**config.mk**
```make
export PLATFORM = sky130hd
export DESIGN_NAME = rgb888_to_rgb16_dither_core
export DESIGN_NICKNAME = d
export VERILOG_FILES = /design/src/rtl/rgbd_pkg.sv /design/src/rtl/rgb888_to_rgb16_dither_core.sv /design/src/rtl/rgbd_front.sv /design/src/rtl/rgbd_queue.sv /design/src/rtl/rgbd_back.sv
export SDC_FILE = /design/constraint.sdc
export NUM_CORES = 1
export LEC_CHECK = 0
export BUFFER_PORTS_ARGS = -buffer_cell sky130_fd_sc_hd__buf_2
export CORE_MARGIN = 3
export CORE_UTILIZATION = 50
export DETAILED_ROUTE_END_ITERATION = 12
export GPL_ROUTABILITY_DRIVEN = 0
export PLACE_DENSITY = 0.77
export SLEW_MARGIN = 10
export SYNTH_ARGS = -nofsm -noshare
export SYNTH_HDL_FRONTEND = slang
export SYNTH_SLANG_ARGS = --single-unit
```
**constraint.sdc**
```tcl
create_clock -name clock -period 4.5 [get_ports clock]
set_input_delay 0.675 -clock clock [delete_from_list [all_inputs] [get_ports clock]]
set_output_delay 0.675 -clock clock [all_outputs]
set_load 0.01 [all_outputs]
```
**src/rtl/rgbd_pkg.sv**
```systemverilog
// ----------------------------------------------------------------------------
// rgbd_pkg
// Shared types, constants and the per-channel dither function of the
// RGB888 to RGB565/RGB555 converter.
// ----------------------------------------------------------------------------
package rgbd_pkg;

   localparam int REG_DIM_W   = 13;
   localparam int NUM_DIV     = 7;
   localparam int QUEUE_DEPTH = 2;
   localparam int QPTR_W      = $clog2(QUEUE_DEPTH);
   localparam int QCNT_W      = $clog2(QUEUE_DEPTH + 1);

   localparam logic [5:0] MAX_CH5 = 6'd31;
   localparam logic [5:0] MAX_CH6 = 6'd63;

   typedef enum logic [1:0] {
      DITHER_NONE    = 2'd0,
      DITHER_RANDOM  = 2'd1,
      DITHER_ORDERED = 2'd2
   } dither_mode_type;

   typedef enum logic [1:0] {
      CSR_GREEN  = 2'd0,
      CSR_DITHER = 2'd1,
      CSR_WIDTH  = 2'd2,
      CSR_HEIGHT = 2'd3
   } csr_index_type;

   // Entry k holds (column + row) mod (k + 2).
   typedef logic [NUM_DIV-1:0][2:0] residue_type;

   typedef struct packed {
      logic [7:0]  red;
      logic [7:0]  green;
      logic [7:0]  blue;
      logic [2:0]  rnd;
      residue_type pos_res;
      logic        last;
   } pixel_item_type;

   typedef struct packed {
      logic full;
      logic empty;
   } queue_status_type;

   function automatic logic [5:0] dither_ch(input logic [5:0]  value,
                                            input logic [2:0]  rem,
                                            input logic [5:0]  maxv,
                                            input logic [2:0]  rnd,
                                            input residue_type res,
                                            input logic [1:0]  mode);
      logic       bump;
      logic [2:0] idx;
      idx  = rem - 3'd1;
      bump = 1'b0;
      case (mode)
         DITHER_RANDOM: begin
            bump = rnd < rem;
         end
         DITHER_ORDERED: begin
            bump = (rem != 3'd0) && (res[idx] != 3'd0);
         end
         default: begin
            bump = 1'b0;
         end
      endcase
      return (bump && (value < maxv)) ? value + 6'd1 : value;
   endfunction

endpackage

```
**src/rtl/rgb888_to_rgb16_dither_core.sv**
```systemverilog
// ----------------------------------------------------------------------------
// rgb888_to_rgb16_dither_core
// Converts a raster stream of 24-bit RGB pixels to packed RGB565 or RGB555.
// ----------------------------------------------------------------------------
// The core takes one pixel per clock and gives one 16-bit pixel per clock for
// as long as results are popped. An accepted pixel passes through the
// two-entry queue behind the position tracker and then the output register
// before it can be popped. The output mode, dither mode and image size
// registers may be changed only while no pixel is in flight.
module rgb888_to_rgb16_dither_core import rgbd_pkg::*; #(
   parameter int MAX_DIM = 4096
) (
   input  logic        clock,
   input  logic        reset,
   input  logic        push,
   output logic        full,
   input  logic [7:0]  req_red_in,
   input  logic [7:0]  req_green_in,
   input  logic [7:0]  req_blue_in,
   input  logic [2:0]  req_random_value,
   output logic        empty,
   input  logic        pop,
   output logic [15:0] rsp_pixel_out,
   output logic        rsp_last_pixel,
   input  logic        psel,
   input  logic        penable,
   input  logic        pwrite,
   input  logic [3:0]  paddr,
   input  logic [31:0] pwdata,
   output logic [31:0] prdata,
   output logic        pready
);

   logic                 green_ff;
   logic [1:0]           dither_ff;
   logic [REG_DIM_W-1:0] width_ff;
   logic [REG_DIM_W-1:0] height_ff;
   logic                 csr_write;
   csr_index_type        csr_index;
   queue_status_type     queue_status;
   pixel_item_type       push_item;
   pixel_item_type       pop_item;
   logic                 queue_push;
   logic                 queue_pop;

   assign pready    = 1'b1;
   assign csr_write = psel && penable && pwrite && pready;
   assign csr_index = csr_index_type'(paddr[3:2]);

   always_ff @(posedge clock) begin
      if (reset) begin
         green_ff  <= 1'b1;
         dither_ff <= DITHER_NONE;
         width_ff  <= REG_DIM_W'(640);
         height_ff <= REG_DIM_W'(480);
      end else if (csr_write) begin
         case (csr_index)
            CSR_GREEN:  green_ff  <= pwdata[0];
            CSR_DITHER: dither_ff <= pwdata[1:0];
            CSR_WIDTH:  width_ff  <= pwdata[REG_DIM_W-1:0];
            CSR_HEIGHT: height_ff <= pwdata[REG_DIM_W-1:0];
            default: begin
            end
         endcase
      end
   end

   always_comb begin
      case (csr_index)
         CSR_GREEN:  prdata = {31'd0, green_ff};
         CSR_DITHER: prdata = {30'd0, dither_ff};
         CSR_WIDTH:  prdata = {{(32 - REG_DIM_W){1'b0}}, width_ff};
         CSR_HEIGHT: prdata = {{(32 - REG_DIM_W){1'b0}}, height_ff};
         default:    prdata = '0;
      endcase
   end

   rgbd_front #(
      .MAX_DIM (MAX_DIM)
   ) u_front (
      .clock            (clock),
      .reset            (reset),
      .push             (push),
      .req_red_in       (req_red_in),
      .req_green_in     (req_green_in),
      .req_blue_in      (req_blue_in),
      .req_random_value (req_random_value),
      .image_width      (width_ff),
      .image_height     (height_ff),
      .queue_status     (queue_status),
      .queue_push       (queue_push),
      .queue_item       (push_item)
   );

   rgbd_queue u_queue (
      .clock   (clock),
      .reset   (reset),
      .wr_en   (queue_push),
      .wr_item (push_item),
      .rd_en   (queue_pop),
      .rd_item (pop_item),
      .status  (queue_status)
   );

   rgbd_back u_back (
      .clock          (clock),
      .reset          (reset),
      .green_six_bits (green_ff),
      .dither_select  (dither_ff),
      .queue_item     (pop_item),
      .queue_status   (queue_status),
      .queue_pop      (queue_pop),
      .pop            (pop),
      .empty          (empty),
      .rsp_pixel_out  (rsp_pixel_out),
      .rsp_last_pixel (rsp_last_pixel)
   );

   assign full = queue_status.full;

endmodule

```
**src/rtl/rgbd_front.sv**
```systemverilog
// ----------------------------------------------------------------------------
// rgbd_front
// Accepts source pixels, tracks the raster position and the residues of
// column plus row for every ordered dither divisor, and flags the last pixel.
// ----------------------------------------------------------------------------
module rgbd_front import rgbd_pkg::*; #(
   parameter int MAX_DIM = 4096
) (
   input  logic                 clock,
   input  logic                 reset,
   input  logic                 push,
   input  logic [7:0]           req_red_in,
   input  logic [7:0]           req_green_in,
   input  logic [7:0]           req_blue_in,
   input  logic [2:0]           req_random_value,
   input  logic [REG_DIM_W-1:0] image_width,
   input  logic [REG_DIM_W-1:0] image_height,
   input  queue_status_type     queue_status,
   output logic                 queue_push,
   output pixel_item_type       queue_item
);

   localparam int CNT_W = $clog2(MAX_DIM);
   localparam int DIM_W = $clog2(MAX_DIM) + 1;
   localparam int CMP_W = (DIM_W > REG_DIM_W) ? DIM_W : REG_DIM_W;

   logic [CNT_W-1:0] col_ff, col_in;
   logic [CNT_W-1:0] row_ff, row_in;
   residue_type      col_res_ff, col_res_in;
   residue_type      row_res_ff, row_res_in;
   residue_type      pos_res;
   logic [CMP_W-1:0] width_cl, height_cl;
   logic [CMP_W-1:0] col_plus, row_plus;
   logic             accept;
   logic             col_wrap;
   logic             row_wrap;
   logic [3:0]       res_sum [NUM_DIV];

   function automatic logic [CMP_W-1:0] clamp_dim(input logic [REG_DIM_W-1:0] v);
      logic [CMP_W-1:0] wide;
      wide = CMP_W'(v);
      if (wide == '0) begin
         return CMP_W'(1);
      end
      if (wide > CMP_W'(MAX_DIM)) begin
         return CMP_W'(MAX_DIM);
      end
      return wide;
   endfunction

   assign width_cl  = clamp_dim(image_width);
   assign height_cl = clamp_dim(image_height);
   assign col_plus  = CMP_W'(col_ff) + CMP_W'(1);
   assign row_plus  = CMP_W'(row_ff) + CMP_W'(1);
   assign col_wrap  = col_plus >= width_cl;
   assign row_wrap  = row_plus >= height_cl;
   assign accept    = push && !queue_status.full;

   always_comb begin
      col_in     = col_ff;
      row_in     = row_ff;
      col_res_in = col_res_ff;
      row_res_in = row_res_ff;
      if (accept) begin
         if (col_wrap) begin
            col_in     = '0;
            col_res_in = '0;
            if (row_wrap) begin
               row_in     = '0;
               row_res_in = '0;
            end else begin
               row_in = row_plus[CNT_W-1:0];
               for (int i = 0; i < NUM_DIV; i++) begin
                  row_res_in[i] = (row_res_ff[i] == 3'(i + 1)) ? 3'd0 : row_res_ff[i] + 3'd1;
               end
            end
         end else begin
            col_in = col_plus[CNT_W-1:0];
            for (int i = 0; i < NUM_DIV; i++) begin
               col_res_in[i] = (col_res_ff[i] == 3'(i + 1)) ? 3'd0 : col_res_ff[i] + 3'd1;
            end
         end
      end
   end

   always_comb begin
      for (int i = 0; i < NUM_DIV; i++) begin
         res_sum[i] = {1'b0, col_res_ff[i]} + {1'b0, row_res_ff[i]};
         pos_res[i] = (res_sum[i] >= 4'(i + 2)) ? 3'(res_sum[i] - 4'(i + 2))
                                                 : res_sum[i][2:0];
      end
   end

   always_ff @(posedge clock) begin
      if (reset) begin
         col_ff     <= '0;
         row_ff     <= '0;
         col_res_ff <= '0;
         row_res_ff <= '0;
      end else begin
         col_ff     <= col_in;
         row_ff     <= row_in;
         col_res_ff <= col_res_in;
         row_res_ff <= row_res_in;
      end
   end

   assign queue_push         = accept;
   assign queue_item.red     = req_red_in;
   assign queue_item.green   = req_green_in;
   assign queue_item.blue    = req_blue_in;
   assign queue_item.rnd     = req_random_value;
   assign queue_item.pos_res = pos_res;
   assign queue_item.last    = col_wrap && row_wrap;

endmodule

```
**src/rtl/rgbd_queue.sv**
```systemverilog
// ----------------------------------------------------------------------------
// rgbd_queue
// Two-entry queue between the front and the back of the converter.
// ----------------------------------------------------------------------------
module rgbd_queue import rgbd_pkg::*; (
   input  logic             clock,
   input  logic             reset,
   input  logic             wr_en,
   input  pixel_item_type   wr_item,
   input  logic             rd_en,
   output pixel_item_type   rd_item,
   output queue_status_type status
);

   pixel_item_type    mem_ff [QUEUE_DEPTH];
   logic [QPTR_W-1:0] wr_ptr_ff, wr_ptr_in;
   logic [QPTR_W-1:0] rd_ptr_ff, rd_ptr_in;
   logic [QCNT_W-1:0] count_ff, count_in;

   always_comb begin
      wr_ptr_in = wr_en ? wr_ptr_ff + QPTR_W'(1) : wr_ptr_ff;
      rd_ptr_in = rd_en ? rd_ptr_ff + QPTR_W'(1) : rd_ptr_ff;
      count_in  = count_ff;
      if (wr_en && !rd_en) begin
         count_in = count_ff + QCNT_W'(1);
      end else if (!wr_en && rd_en) begin
         count_in = count_ff - QCNT_W'(1);
      end
   end

   always_ff @(posedge clock) begin
      if (reset) begin
         wr_ptr_ff <= '0;
         rd_ptr_ff <= '0;
         count_ff  <= '0;
      end else begin
         wr_ptr_ff <= wr_ptr_in;
         rd_ptr_ff <= rd_ptr_in;
         count_ff  <= count_in;
      end
   end

   always_ff @(posedge clock) begin
      if (wr_en) begin
         mem_ff[wr_ptr_ff] <= wr_item;
      end
   end

   assign rd_item      = mem_ff[rd_ptr_ff];
   assign status.full  = count_ff == QCNT_W'(QUEUE_DEPTH);
   assign status.empty = count_ff == '0;

endmodule

```
**src/rtl/rgbd_back.sv**
```systemverilog
// ----------------------------------------------------------------------------
// rgbd_back
// Truncates and dithers the three channels of a queued pixel, packs the
// 16-bit result and holds it in the output register until it is taken.
// ----------------------------------------------------------------------------
module rgbd_back import rgbd_pkg::*; (
   input  logic             clock,
   input  logic             reset,
   input  logic             green_six_bits,
   input  logic [1:0]       dither_select,
   input  pixel_item_type   queue_item,
   input  queue_status_type queue_status,
   output logic             queue_pop,
   input  logic             pop,
   output logic             empty,
   output logic [15:0]      rsp_pixel_out,
   output logic             rsp_last_pixel
);

   logic        out_valid_ff, out_valid_in;
   logic [15:0] pixel_ff, pixel_in;
   logic        last_ff;
   logic        load;
   logic [5:0]  red_d, blue_d, green_d;

   assign red_d  = dither_ch({1'b0, queue_item.red[7:3]}, queue_item.red[2:0], MAX_CH5,
                             queue_item.rnd, queue_item.pos_res, dither_select);
   assign blue_d = dither_ch({1'b0, queue_item.blue[7:3]}, queue_item.blue[2:0], MAX_CH5,
                             queue_item.rnd, queue_item.pos_res, dither_select);

   always_comb begin
      if (green_six_bits) begin
         green_d  = dither_ch(queue_item.green[7:2], {1'b0, queue_item.green[1:0]}, MAX_CH6,
                              {1'b0, queue_item.rnd[2:1]}, queue_item.pos_res,
                              dither_select);
         pixel_in = {red_d[4:0], green_d, blue_d[4:0]};
      end else begin
         green_d  = dither_ch({1'b0, queue_item.green[7:3]}, queue_item.green[2:0], MAX_CH5,
                              queue_item.rnd, queue_item.pos_res, dither_select);
         pixel_in = {1'b0, red_d[4:0], green_d[4:0], blue_d[4:0]};
      end
   end

   assign load = !queue_status.empty && (!out_valid_ff || pop);

   always_comb begin
      out_valid_in = out_valid_ff;
      if (load) begin
         out_valid_in = 1'b1;
      end else if (pop) begin
         out_valid_in = 1'b0;
      end
   end

   always_ff @(posedge clock) begin
      if (reset) begin
         out_valid_ff <= 1'b0;
      end else begin
         out_valid_ff <= out_valid_in;
      end
   end

   always_ff @(posedge clock) begin
      if (load) begin
         pixel_ff <= pixel_in;
         last_ff  <= queue_item.last;
      end
   end

   assign queue_pop      = load;
   assign empty          = !out_valid_ff;
   assign rsp_pixel_out  = pixel_ff;
   assign rsp_last_pixel = last_ff;

endmodule

```
==> flow_summary.yaml <==
sta:
  max_slew_margin_pct: 31.3
  hold_viol_final: 0
  fin_skew_ns: 0.0137
  fin_crit_ns: 3.91
  slew_violations: 0
  setup_viol: 0
  period_share_pct: 86.8
  rsz0062_at_grt: "false"
  setup-tns-final_ns: 0
  holdWs_ns: 0.352
  worst_pin_slew_ns: 1.03
  max_freq_ghz: 0.256
setup_path:
  setup.worst_path.end: "u_front.row_ff[0]"
  slowest_stage: "o21ai_0"
  cp.required_ns: 4.90
  critPathCaptureType: "flop"
  reg2reg_depth: 14
  worstPathMaxFanout: 8
  crit_chain: "ha_1 > and3_1 > and3_1 > and3_1 > xor2_1 > ha_1 > a21o_1 > a21o_1 > a21oi_1 > a21oi_1 > nand2_1 > o21ai_0 > buf_4 > nor2_1"
  path_class: "reg -> reg"
  startpoint_type: "flop"
  startpoint: "u_front.col_ff[0]"
  worstPathArrival_ns: 4.30
  r2r_start: "u_front.col_ff[0]"
  crit_top_cell: "and3_1"
  cp_top_family: "compound AO/OA/AOI/OAI gates"
  slowest_delay_ns: 0.56
  cp.depth: 14
  critPathBufInv: 1
  rrSetupSlack_ns: 0.59
  r2r-end: "u_front.row_ff[0]"
cts:
  clk_pin_slew_ns: 0.06
  cts_hold_buffers: 0
  post_cts_buffers: 0
  cts_buffers: 24
  cts_max_path_buffers: 3
  htreeDepth: 1
  cts.sinks: 216
  cts_root_buffer: "clkbuf_16"
  clock_latency_ns: 0.51
  cts_tree: "done"
  cts_resized: 0
pwr:
  power_density_mw_per_mm2: 452
  max-vdd-ir-drop_uv: 256
  power.leakage_nw: 5.21
logic_synthesis:
  yosysSeqAreaShare_pct: 47.5
  yosys_warnings: 0
  ys_seq_elements: 216
  netlist_area_mm2: 0.0115
  synth_top_area_share_pct: 30.0
  yosysUniqueCellTypes: 78
  avgSynthCellArea_um2: 10.5
  ys_async_sr_fraction_pct: 0
  synth_area_leaders: "edfxtp_1 30%, dfxtp_1 18%, ha_1 8.8%"
  yosys.area.top_type: "edfxtp_1"
  synth_ff_type: "edfxtp_1"
  synth_edf_count: 115
  synth_cells: 1100
grt:
  overflow: 0
  antenna_found_initial: 0
  grt_usage_pct: 19.3
  grt_max_degree: 58
  grt_pass1_vias: 8088
  grt_pass1_wl_um: 39800
route:
  initialDrtViolationCount: 495
  wl_um: 24400
  drt-pass1-iter-count: 5
  wire_per_inst_um: 16.5
  drc_errors: 0
  vias_per_cell: 5.76
  antenna_left: 0
  vias: 8519
final_layout:
  area_growth_pct: 12.0
  multi_input_area_mm2: 0.00566
  nFillCells: 1857
  layout-drive-gt1-share_pct: 14.2
  antenna_cells: 0
  ff_latch_area_mm2: 0.00548
  layout.nets: 1340
floorplan:
  die_w_um: 158
  num_rows: 54
  coreArea_mm2: 0.0222
  dieArea_mm2: 0.0249
  die_y_um: 158
  start_util_pct: 51.8
  io_pins: 122
min_path:
  hold_class: "in -> reg"
  hold_start: "req_blue_in[0]"
outcome:
  outcome: "finished clean"
place:
  port_buffers: 80
  dp_hpwl_um: 17300
run:
  maxCapViolations: 0
-- report_power, final --
part           switching, W  leakage [nW]  total [W]  internal [W]
registers          0.000147          1.91    0.00256       0.00241
logic              0.000875          2.92    0.00145      0.000576
clock network      0.000772         0.372    0.00182       0.00105
-- how the worst min path moves through the flow --
stage,endpoint,slack [ns],cells after the start
final,u_queue.mem_ff[1][25],0.35,1
after detailed placement,u_front.row_res_ff[8],0.46,2
after CTS,u_queue.mem_ff[1][25],0.33,1
after global placement,u_front.row_res_ff[8],0.45,2
after global routing,u_queue.mem_ff[0][27],0.34,1
after floorplan,u_front.row_res_ff[8],0.44,2
-- per-layer routing --
layer | track usage [%] | up-vias | wire, µm
li1 | - | 4168 | -
met1 | 25.7 | 4076 | 10900
met2 | 33.0 | 228 | 11800
met3 | 2.90 | 47 | 1150
met4 | 5.25 | 0 | 611
met5 | 0 | - | 0
-- state kept, by name, summed over array words and instances, names as in the netlist, 12 cells and up, named ones only --
name and cells:
u_queue.mem_ff 98, u_front.col_res_ff 21, u_front.row_res_ff 21, u_back.rsp_pixel_out 16, height_ff 13, width_ff 13, u_front.col_ff 12, u_front.row_ff 12
-- worst register-to-register path, cell delays in order, from the launching register on --
cell and delay, ns:
dfxtp_1 0.39, ha_1 0.26, and3_1 0.26, and3_1 0.25, and3_1 0.24, xor2_1 0.10, ha_1 0.31, a21o_1 0.12
a21o_1 0.10, a21oi_1 0.14, a21oi_1 0.42, nand2_1 0.31, o21ai_0 0.56, buf_4 0.28, nor2_1 0.06
-- cell usage after synthesis (all sizes together), types with 17 or more instances --
cell	count
nand2	137
mux2i	46
nor3	28
a21oi	69
ha	81
and3	19
dfxtp	101
clkbuf	25
edfxtp	115
o21ai	42
buf	31
xnor2	38
nand3	36
nor2	55
a32o	17
xor2	20
inv	43
-- cell families (layout without fill, tap and decap cells) --
logic type,count (synthesis),count (layout),synth area share (%)
other,2,20,0.0652
adders and majority gates,88,88,10.0
muxes,65,65,6.25
and+or+nand+nor,361,361,15.4
buffers and inverters,99,181,3.99
DFF,216,216,47.5
xor gates and xnor gates,58,58,4.41
AOI/OAI and AO/OA,211,211,12.3
-- cell type report --
cell class                      instances  area share, %
Sequential cell                       216           42.5
Timing Repair Buffer                   94           3.92
Clock inverter                         14          0.611
Multi-Input combinational cell        803           43.9
Tap cell                              280           2.72
Clock buffer                           30           5.15
Inverter                               43           1.25
-- per-stage QoR --
step / total power, W / utilization (%) / cell area [µm²] / setup WS [ns] / instances
2_1_floorplan: 0.00364 / - / 11600 / 0.933 / 1118
3_3_place_gp: 0.00399 / 54.7 / 12200 / 0.700 / 1436
3_5_place_dp: 0.00405 / 54.7 / 12200 / 0.661 / 1436
4_1_cts: 0.00587 / 58.0 / 12900 / 0.605 / 1480
5_1_grt: 0.00614 / 58.0 / 12900 / 0.209 / 1480
6_report: 0.00583 / 58.0 / 12900 / 0.593 / 1480
-- cells in the final DEF, fill, tap and decap left out, types with 38 or more instances in the layout --
cell and n:
ha_1 81, nor2_1 53, xnor2_1 38, inv_1 39, edfxtp_1 115, dfxtp_1 100
mux2i_1 44, a21oi_1 69, buf_2 80, nand2_1 137
(Power assumes the default switching activity.)
